===== config.mk =====
export PLATFORM = sky130hd
export DESIGN_NAME = http_chunked_body_decoder
export DESIGN_NICKNAME = d
export VERILOG_FILES = /design/src/rtl/hcbd_pkg.sv /design/src/rtl/hcbd_deframer.sv /design/src/rtl/http_chunked_body_decoder.sv
export SDC_FILE = /design/constraint.sdc
export NUM_CORES = 1
export LEC_CHECK = 0
export BUFFER_PORTS_ARGS = -buffer_cell sky130_fd_sc_hd__buf_2
export CORE_ASPECT_RATIO = 0.5
export CORE_MARGIN = 2
export CORE_UTILIZATION = 54
export DETAILED_ROUTE_END_ITERATION = 10
export GPL_ROUTABILITY_DRIVEN = 0
export PLACE_DENSITY = 0.8
export SYNTH_ARGS = -nofsm -noshare
export SYNTH_HDL_FRONTEND = slang
export SYNTH_SLANG_ARGS = --single-unit

===== constraint.sdc =====
create_clock -name clk -period 10.5 [get_ports clk]
set_input_delay 1.575 -clock clk [delete_from_list [all_inputs] [get_ports clk]]
set_output_delay 1.575 -clock clk [all_outputs]
set_load 0.02 [all_outputs]

===== src/rtl/hcbd_pkg.sv =====
// shared types and constants for the chunked body decoder
package hcbd_pkg;

  localparam logic [7:0]  CHAR_CR            = 8'd13;
  localparam logic [7:0]  CHAR_LF            = 8'd10;
  localparam logic [31:0] MAX_TRANSFER_RESET = 32'h0010_0000;

  localparam logic [1:0] KIND_DATA  = 2'd0;
  localparam logic [1:0] KIND_END   = 2'd1;
  localparam logic [1:0] KIND_FRAME = 2'd2;
  localparam logic [1:0] KIND_LIMIT = 2'd3;

  typedef enum logic [6:0] {
    PH_SIZE_FIRST = 7'b000_0001,
    PH_SIZE_MORE  = 7'b000_0010,
    PH_SIZE_LF    = 7'b000_0100,
    PH_DATA       = 7'b000_1000,
    PH_TAIL_CR    = 7'b001_0000,
    PH_TAIL_LF    = 7'b010_0000,
    PH_HALT       = 7'b100_0000
  } phase_t;

  typedef struct packed {
    logic [1:0]  kind;
    logic [7:0]  data;
    logic [31:0] len;
  } result_t;

  typedef struct packed {
    logic    push;
    result_t res;
  } push_t;

  typedef struct packed {
    logic       ok;
    logic [3:0] val;
  } hex_t;

  function automatic hex_t hex_decode(input logic [7:0] c);
    hex_t h;
    h.ok  = 1'b1;
    h.val = 4'd0;
    if (c >= 8'd48 && c <= 8'd57) begin
      h.val = 4'(c - 8'd48);
    end else if (c >= 8'd65 && c <= 8'd70) begin
      h.val = 4'(c - 8'd55);
    end else if (c >= 8'd97 && c <= 8'd102) begin
      h.val = 4'(c - 8'd87);
    end else begin
      h.ok = 1'b0;
    end
    return h;
  endfunction

endpackage


===== src/rtl/hcbd_deframer.sv =====
// framing state machine: parses size lines, passes data, checks the limit
module hcbd_deframer (
  input  logic                 clk,
  input  logic                 rst_n,
  input  logic                 acc,
  input  logic [7:0]           in_byte,
  input  logic [31:0]          max_transfer,
  output hcbd_pkg::push_t      res
);
  import hcbd_pkg::*;

  phase_t      phase_r,      phase_nxt;
  logic [30:0] chunk_left_r, chunk_left_nxt;
  logic        final_r,      final_nxt;
  logic [31:0] raw_count_r,  raw_count_nxt;
  logic [31:0] body_count_r, body_count_nxt;
  hex_t        hx;

  assign hx = hex_decode(in_byte);

  always_comb begin
    phase_nxt      = phase_r;
    chunk_left_nxt = chunk_left_r;
    final_nxt      = final_r;
    raw_count_nxt  = raw_count_r;
    body_count_nxt = body_count_r;
    res            = '0;
    if (acc && phase_r != PH_HALT) begin
      if (raw_count_r >= max_transfer) begin
        phase_nxt     = PH_HALT;
        res.push      = 1'b1;
        res.res.kind  = KIND_LIMIT;
      end else begin
        raw_count_nxt = raw_count_r + 32'd1;
        case (phase_r)
          PH_SIZE_FIRST, PH_SIZE_MORE: begin
            if (hx.ok) begin
              if (chunk_left_r[30:27] != 4'd0) begin
                phase_nxt    = PH_HALT;
                res.push     = 1'b1;
                res.res.kind = KIND_FRAME;
              end else begin
                chunk_left_nxt = {chunk_left_r[26:0], hx.val};
                phase_nxt      = PH_SIZE_MORE;
              end
            end else if (phase_r == PH_SIZE_FIRST) begin
              phase_nxt    = PH_HALT;
              res.push     = 1'b1;
              res.res.kind = KIND_FRAME;
            end else if (in_byte == CHAR_CR) begin
              phase_nxt = PH_SIZE_LF;
            end else if (in_byte == CHAR_LF) begin
              if (chunk_left_r == 31'd0) begin
                final_nxt = 1'b1;
                phase_nxt = PH_TAIL_CR;
              end else begin
                phase_nxt = PH_DATA;
              end
            end else begin
              phase_nxt    = PH_HALT;
              res.push     = 1'b1;
              res.res.kind = KIND_FRAME;
            end
          end
          PH_SIZE_LF: begin
            if (in_byte != CHAR_LF) begin
              phase_nxt    = PH_HALT;
              res.push     = 1'b1;
              res.res.kind = KIND_FRAME;
            end else if (chunk_left_r == 31'd0) begin
              final_nxt = 1'b1;
              phase_nxt = PH_TAIL_CR;
            end else begin
              phase_nxt = PH_DATA;
            end
          end
          PH_DATA: begin
            chunk_left_nxt = chunk_left_r - 31'd1;
            body_count_nxt = body_count_r + 32'd1;
            if (chunk_left_r == 31'd1) begin
              phase_nxt = PH_TAIL_CR;
            end
            res.push     = 1'b1;
            res.res.kind = KIND_DATA;
            res.res.data = in_byte;
          end
          PH_TAIL_CR, PH_TAIL_LF: begin
            if (in_byte == CHAR_LF) begin
              // end of a chunk line; the zero-size chunk closes the body
              if (final_r) begin
                phase_nxt    = PH_HALT;
                res.push     = 1'b1;
                res.res.kind = KIND_END;
                res.res.len  = body_count_r;
              end else begin
                phase_nxt      = PH_SIZE_FIRST;
                chunk_left_nxt = 31'd0;
              end
            end else if (in_byte == CHAR_CR && phase_r == PH_TAIL_CR) begin
              phase_nxt = PH_TAIL_LF;
            end else begin
              phase_nxt    = PH_HALT;
              res.push     = 1'b1;
              res.res.kind = KIND_FRAME;
            end
          end
          default: begin
            phase_nxt = PH_HALT;
          end
        endcase
      end
    end
  end

  always_ff @(posedge clk) begin
    if (!rst_n) begin
      phase_r      <= PH_SIZE_FIRST;
      chunk_left_r <= '0;
      final_r      <= 1'b0;
      raw_count_r  <= '0;
      body_count_r <= '0;
    end else begin
      phase_r      <= phase_nxt;
      chunk_left_r <= chunk_left_nxt;
      final_r      <= final_nxt;
      raw_count_r  <= raw_count_nxt;
      body_count_r <= body_count_nxt;
    end
  end

endmodule


===== src/rtl/http_chunked_body_decoder.sv =====
// Chunked transfer decoder for an HTTP response body, one raw byte per item.
// An item is taken every cycle; its result, if any, is registered and shown
// on the out channel the cycle after if out_r is free or popped; else a second
// result register holds it meanwhile, so the input only stalls with two results
// pending. Data bytes come out as kind data, the zero-size chunk ends the body
// with its decoded length, and framing faults or a raw count beyond
// max_transfer give an error result; after any end or error result the block
// takes and drops every byte until reset. cfg_ready is always high.
module http_chunked_body_decoder (
  input  logic        clk,
  input  logic        rst_n,
  input  logic        in_valid,
  output logic        in_ready,
  input  logic [7:0]  in_byte,
  output logic        out_valid,
  input  logic        out_ready,
  output logic [1:0]  out_kind,
  output logic [7:0]  out_byte,
  output logic [31:0] out_body_length,
  input  logic        cfg_valid,
  output logic        cfg_ready,
  input  logic [31:0] cfg_data
);
  import hcbd_pkg::*;

  logic [31:0] max_transfer_r;
  logic        acc;
  push_t       step;
  logic        pop;
  logic        out_valid_r, skid_valid_r;
  result_t     out_r, skid_r;

  assign cfg_ready = 1'b1;
  assign in_ready  = !skid_valid_r;
  assign acc       = in_valid && in_ready;
  assign pop       = out_valid_r && out_ready;

  always_ff @(posedge clk) begin
    if (!rst_n) begin
      max_transfer_r <= MAX_TRANSFER_RESET;
    end else if (cfg_valid && cfg_ready) begin
      max_transfer_r <= cfg_data;
    end
  end

  hcbd_deframer u_deframer (
    .clk          (clk),
    .rst_n        (rst_n),
    .acc          (acc),
    .in_byte      (in_byte),
    .max_transfer (max_transfer_r),
    .res          (step)
  );

  // two-deep result holding: main register plus skid
  always_ff @(posedge clk) begin
    if (!rst_n) begin
      out_valid_r  <= 1'b0;
      skid_valid_r <= 1'b0;
    end else if (skid_valid_r) begin
      if (pop) begin
        skid_valid_r <= 1'b0;
      end
    end else if (step.push) begin
      if (!out_valid_r || pop) begin
        out_valid_r <= 1'b1;
      end else begin
        skid_valid_r <= 1'b1;
      end
    end else if (pop) begin
      out_valid_r <= 1'b0;
    end
  end

  always_ff @(posedge clk) begin
    if (skid_valid_r) begin
      if (pop) begin
        out_r <= skid_r;
      end
    end else if (step.push) begin
      if (!out_valid_r || pop) begin
        out_r <= step.res;
      end else begin
        skid_r <= step.res;
      end
    end
  end

  assign out_valid       = out_valid_r;
  assign out_kind        = out_r.kind;
  assign out_byte        = out_r.data;
  assign out_body_length = out_r.len;

endmodule


==> reports/results.tsv, run 1 <==
metric	value	unit
combPwrFrac	8.6	%
switching_power	435.0	uW
antenna_found_initial	0	
synth_warnings	0	
wire_per_inst	16.61	um
p_per_area	148.4	mW/mm^2
setup_tns	0	ns
cp_slowest_cell	nor2_4	
p_sw_share	23.77	%
vias	9137	
grt_pass1_vias	8919	
ctsHoldBuffers	0	
cts_resized	0	
r2r_setup_slack	6.34	ns
cts.sinks	221	
drt_first_pass_iters	6	
insertion_delay	0.50	ns
power.internal	1395	uW
die_area	0.02168	mm^2
power.leakage	0.004850	uW
crit_path_max_fanout	42	
syn_nets	1252	
cp.arrival	4.37	ns
drc	0	
max_freq	234.9	MHz
pwr-share-seq	50.9	%
synth_cells	1167	
setup_viol	0	
die_h	105.1	um
core_area	0.01977	mm^2
cp.required	10.61	ns
irDropWorstVdd	0.00009007	V
die_w	206.3	um
numCtsBuffers	21	
syn2layout_area_growth	11.67	%
layout_common_cells	dfxtp_1, nor2_1, buf_2	
postRouteAntennaNets	0	
stdcell_count	1503	
rows	36	
hold_class	reg2reg	
skew	0.01025	ns
slew_viol_final	0	
synth.avg_cell_area	9.465	um^2
yosys_most_used_dff	dfxtp_1	
synth_top_area_cell	dfxtp_1	
critPathCaptureType	register	
antenna_cells	0	
tightest_slew	1.198	ns
nets	1309	
grt_pass1_wl	42210	um
yosysSeqAreaShare	47.67	%
ys_top_cells_by_area	dfxtp_1, edfxtp_1, ha_1	
cts_tree	done	
synth_cell_type_count	68	
drv_cap	0	
outcome	complete, no violations	
final_common_cell	dfxtp_1	
routed_wl	24960	um
r2r_start	max_transfer_r[30]	
critPathMaxStageDelay	0.93	ns
finalCritPeriodShare	40.54	%
netlist_area	0.01105	mm^2
cts_buffer_depth	3	
cts-root-buf	clkbuf_16	
drive_gt1_share	11.96	%
cts_max_level	1	
gr-total-overflow	0	
async_flop_share	0	%
synth_edf_count	84	
hold_viol	0	
hold_depth	2	
grt_use_total	23.32	%
slew_headroom	19.94	%
r2r_cells	9	
dp.cells	1467	
grt_max_degree	93	
r2r_end	u_deframer.body_count_r[20]	
ys_ff_latch	221	
clk_pin_slew	0.06	ns
min_from	u_deframer.body_count_r[1]	
clock_power_share	40.5	%
period_minus_slack	4.257	ns
nFillCells	1666	
start_util	55.86	%
io_pins	90	
post-dp-hpwl	16540	um
cts_setup_buffers	0	
rsz0062_at_grt	no	
whs_endpoint	u_deframer.body_count_r[1]	
routed_via_density	6.079	
portBuffers	88	
start_kind	input pin	
path_class	in2reg	
synth_top_area_share	24.83	%
drtIter0Drc	731	
crit_chain	buf_2, inv_1, ha_1, or3b_2, o211ai_1, o21a_1, a21oi_1, nand4b_1, nand2_1, nor2_4	
-- sequential cells by signal, summed over array words and instances (netlist names) --
name	count
skid_r	42
max_transfer_r	32
out_body_length	32
u_deframer.body_count_r	32
u_deframer.raw_count_r	32
u_deframer.chunk_left_r	31
out_byte	8
u_deframer.phase_r	7
out_kind	2
out_valid	1
skid_valid_r	1
u_deframer.final_r	1
-- area by class of cell --
type                    instances  area, um^2  share of cell area, %
repair buffers                 98       515.5                  4.179
clock buffers                  32       606.8                  4.920
flip-flops and latches        221        5265                  42.69
clock inverters                 4       50.05                 0.4058
multi-input cells             830        5368                  43.52
inverters                      52       196.4                  1.593
well taps                     266       332.8                  2.698
-- power groups by stage --
stage          registers [uW]  clock network [uW]  logic [uW]
2_1_floorplan             970                   0        86.1
3_3_place_gp              950                   0         151
3_5_place_dp              951                   0         156
4_1_cts                   932                 749         158
5_1_grt                   935                 794         174
6_report                  932                 740         157
-- how the worst max path moves through the flow --
| stage | from | endpoint | slack, ns |
|---|---|---|---|
| 2_1_floorplan | in_byte[1] | out_body_length[0] | 5.04 |
| 3_3_place_gp | in_byte[1] | skid_r[21] | 5.90 |
| 3_5_place_dp | in_byte[1] | skid_r[22] | 5.77 |
| 4_1_cts | in_byte[1] | skid_r[19] | 6.27 |
| 5_1_grt | in_byte[1] | skid_r[18] | 6.07 |
| 6_report | in_byte[1] | skid_r[31] | 6.24 |
-- worst max-delay path: cells and delay by family --
kind | cells | cell delay, ns
adders and majority gates | 1 | 0.21
AOI/OAI and AO/OA | 3 | 0.49
buffers and inverters | 2 | 0.21
and+or+nand+nor | 4 | 1.82
-- cell families (layout without fill, tap and decap cells) --
family	count (synthesis)	in the layout	synth area share (%)
AO/OA/AOI/OAI	269	269	16.46
XOR/XNOR	32	32	2.537
adder cells (fa/ha/maj)	40	40	4.531
buffers and inverters	116	186	4.010
flip-flops	221	221	47.67
multiplexers	36	36	3.262
other	1	1	0.03395
AND/OR/NAND/NOR	452	452	21.50
-- cells in the mapped netlist (32+ instances only) --
| cell | count |
|---|---|
| dfxtp_1 | 137 |
| nor3_1 | 44 |
| edfxtp_1 | 84 |
| a21o_1 | 47 |
| nand3_1 | 41 |
| inv_1 | 51 |
| nand2_1 | 82 |
| mux2i_1 | 36 |
| a21oi_1 | 80 |
| or4_1 | 33 |
| ha_1 | 40 |
| clkbuf_1 | 55 |
| and2_1 | 36 |
| o21ai_0 | 32 |
| nor2_1 | 105 |
-- through the flow --
stage	total power [uW]	setup WS, ns	util, %	hold slack (ns)	instance area, um^2
detailed placement	1107	5.774	59.05	0.4790	11680
finish	1830	6.243	62.38	0.4890	12330
floorplan	1056	5.041	-	0.4524	11050
CTS	1838	6.271	62.38	0.4883	12330
global route	1902	6.065	62.38	0.5248	12330
global placement	1101	5.896	59.05	0.4671	11680
-- routing by layer --
metal	up-vias	wire (um)	track usage, %	part of all wire [%]
met4	0	452	5.918	1.8
met1	4366	11350	31.48	45
met2	313	11710	39.43	47
met3	46	1458	3.213	5.8
li1	4412	-	-	-
met5	-	0	0	0
No activity file was read; power rests on OpenSTA's default activity.
==> run 2, diff against run 1 <==
--- a/config.mk
+++ b/config.mk
@@ -11,7 +11,7 @@
 export CORE_UTILIZATION = 54
 export DETAILED_ROUTE_END_ITERATION = 10
 export GPL_ROUTABILITY_DRIVEN = 0
-export PLACE_DENSITY = 0.8
+export PLACE_DENSITY = 0.83
 export SYNTH_ARGS = -nofsm -noshare
 export SYNTH_HDL_FRONTEND = slang
 export SYNTH_SLANG_ARGS = --single-unit
==> constraint.sdc (replaced) <==
create_clock -name clk -period 3.6 [get_ports clk]
set_input_delay 0.54 -clock clk [delete_from_list [all_inputs] [get_ports clk]]
set_output_delay 0.54 -clock clk [all_outputs]
set_load 0.02 [all_outputs]
==> run 2 against run 1 <==
Compared with the run above:
- combinational power increased to 3.0 times the previous value
- count of clock-buffer cells in the layout decreased by 3
- die area unchanged
- critical path depth unchanged
- sequential share of layout area decreased by 0.57 points
- global-route usage increased by 0.74 points
- design area increased by 1.3%
- clock skew decreased by 0.00095 ns
- clock power increased to 3.0 times the previous value
- core utilization increased by 0.84 points
- critical path type is now reg2reg
==> reports/results.tsv, run 2 (same netlist as run 1, synthesis figures left out) <==
metric	value	unit
min_from	out_ready	
core_area	0.01977	mm^2
drive_gt1_share	13.18	%
skew	0.009305	ns
start_kind	register	
routed_via_density	6.107	
cp.arrival	3.52	ns
antenna_cells	0	
seqCellArea	0.005265	mm^2
rsz0062_at_grt	no	
wire_per_inst	16.96	um
antenna_found_initial	0	
final_common_cell	dfxtp_1	
path_class	reg2reg	
grt_max_degree	45	
nets	1323	
cts-root-buf	clkbuf_16	
drv_cap	0	
die_h	105.1	um
post-dp-hpwl	17260	um
cts.sinks	221	
die_w	206.3	um
cts_tree	done	
cp.required	3.73	ns
drt_first_pass_iters	5	
slew_viol_final	0	
grt_pass1_vias	8894	
dp.cells	1482	
period_minus_slack	3.389	ns
clk_pin_slew	0.07	ns
crit_start	max_transfer_r[30]	
power.leakage	0.004963	uW
stdcell_count	1518	
numCtsBuffers	20	
tightest_slew	0.9542	ns
hold_slack	0.2567	ns
postRouteAntennaNets	0	
routed_wl	25740	um
multi_input_area	0.005373	mm^2
slew_headroom	36.39	%
irDropWorstVdd	0.0002770	V
ctsHoldBuffers	0	
grt_pass1_wl	43310	um
critPathCaptureType	register	
vias	9271	
postPlaceCellArea	0.01182	mm^2
drtIter0Drc	787	
finalCritPeriodShare	94.13	%
io_pins	90	
die_area	0.02168	mm^2
crit_path_max_fanout	42	
regMostFlops	skid_r	
nFillCells	1588	
portBuffers	88	
syn2layout_area_growth	13.17	%
finalPower	5403	uW
outcome	complete, no violations	
p_per_area	432.2	mW/mm^2
start_util	55.86	%
cts_buffer_depth	3	
final_area	0.01250	mm^2
hold_class	in2reg	
setup_viol	0	
gr-total-overflow	0	
max_freq	295.1	MHz
r2r_start	max_transfer_r[30]	
rows	36	
hold_viol	0	
insertion_delay	0.50	ns
cts_max_level	1	
largest_reg_flops	42	
drc	0	
grt_use_total	24.06	%
layout_common_cells	dfxtp_1, nor2_1, buf_2	
[run 2: cell types whose count changed in the layout (fill, tap and decap cells not counted)]
cell        before  now
clkinv_2         1    2
bufinv_16        1    2
buf_12           0    2
clkinvlp_4       1    0
clkbuf_1         7    4
clkinv_1         1    3
a22oi_2          0    1
buf_4           10   23
a22oi_1          3    2
[run 2: path summary, 6_finish.rpt]
check / endpoint / slack, ns / depth (start not counted)
max: out_body_length[21] / 0.21 / 10
min: skid_valid_r / 0.26 / 2
max reg2reg: out_body_length[21] / 0.21 / 10
min reg2reg: u_deframer.body_count_r[1] / 0.49 / 2
[run 2: area by class of cell]
| type | instances | share of cell area, % |
|---|---|---|
| multi-input combinational | 830 | 42.98 |
| tap | 266 | 2.662 |
| clock buffer | 29 | 4.764 |
| sequential | 221 | 42.12 |
| clock inverter | 7 | 0.6806 |
| timing repair buffer | 113 | 5.225 |
| inverter | 52 | 1.571 |
[run 2: metrics by stage]
step           setup TNS, ns  util [%]  worst slack, ns
2_1_floorplan        -0.5025         -         -0.01196
3_3_place_gp               0     59.75           0.3434
3_5_place_dp               0     59.75           0.1796
4_1_cts                    0     63.19           0.1466
5_1_grt                    0     63.22          0.03252
6_report                   0     63.22           0.2112
[run 2: what timing repair did]
action | in CTS | in global routing
gates resized for setup | 0 | 1
buffers inserted | 0 | 0
endpoints found under the setup margin | 0 | 50
[run 2: metal layers]
| metal | part of all wire (%) | GRT usage, % | up-vias |
|---|---|---|---|
| met1 | 44 | 32.31 | 4442 |
| met3 | 6.1 | 3.525 | 57 |
| met4 | 2.1 | 6.684 | 0 |
| met2 | 48 | 40.46 | 332 |
| li1 | - | - | 4440 |
| met5 | 0 | 0 | - |
[run 2: report_power, final]
| part | internal, uW | leakage, uW | switching (uW) | total [uW] |
|---|---|---|---|---|
| Clock | 1300 | 0.000334 | 922 | 2220 |
| Sequential | 2680 | 0.00187 | 38.7 | 2720 |
| Combinational | 162 | 0.00276 | 307 | 468 |
| Total | 4130 | 0.00496 | 1270 | 5400 |
[run 2: worst max-delay path: stages, from the launching register on]
cell      delay [ns]
dfxtp_1         0.33
inv_1           0.05
ha_1            0.33
nand4_1         0.17
or4_1           0.60
nor3_1          0.32
a22oi_2         0.19
nand4b_1        0.18
nand2_1         0.18
a21oi_4         0.18
buf_4           0.46
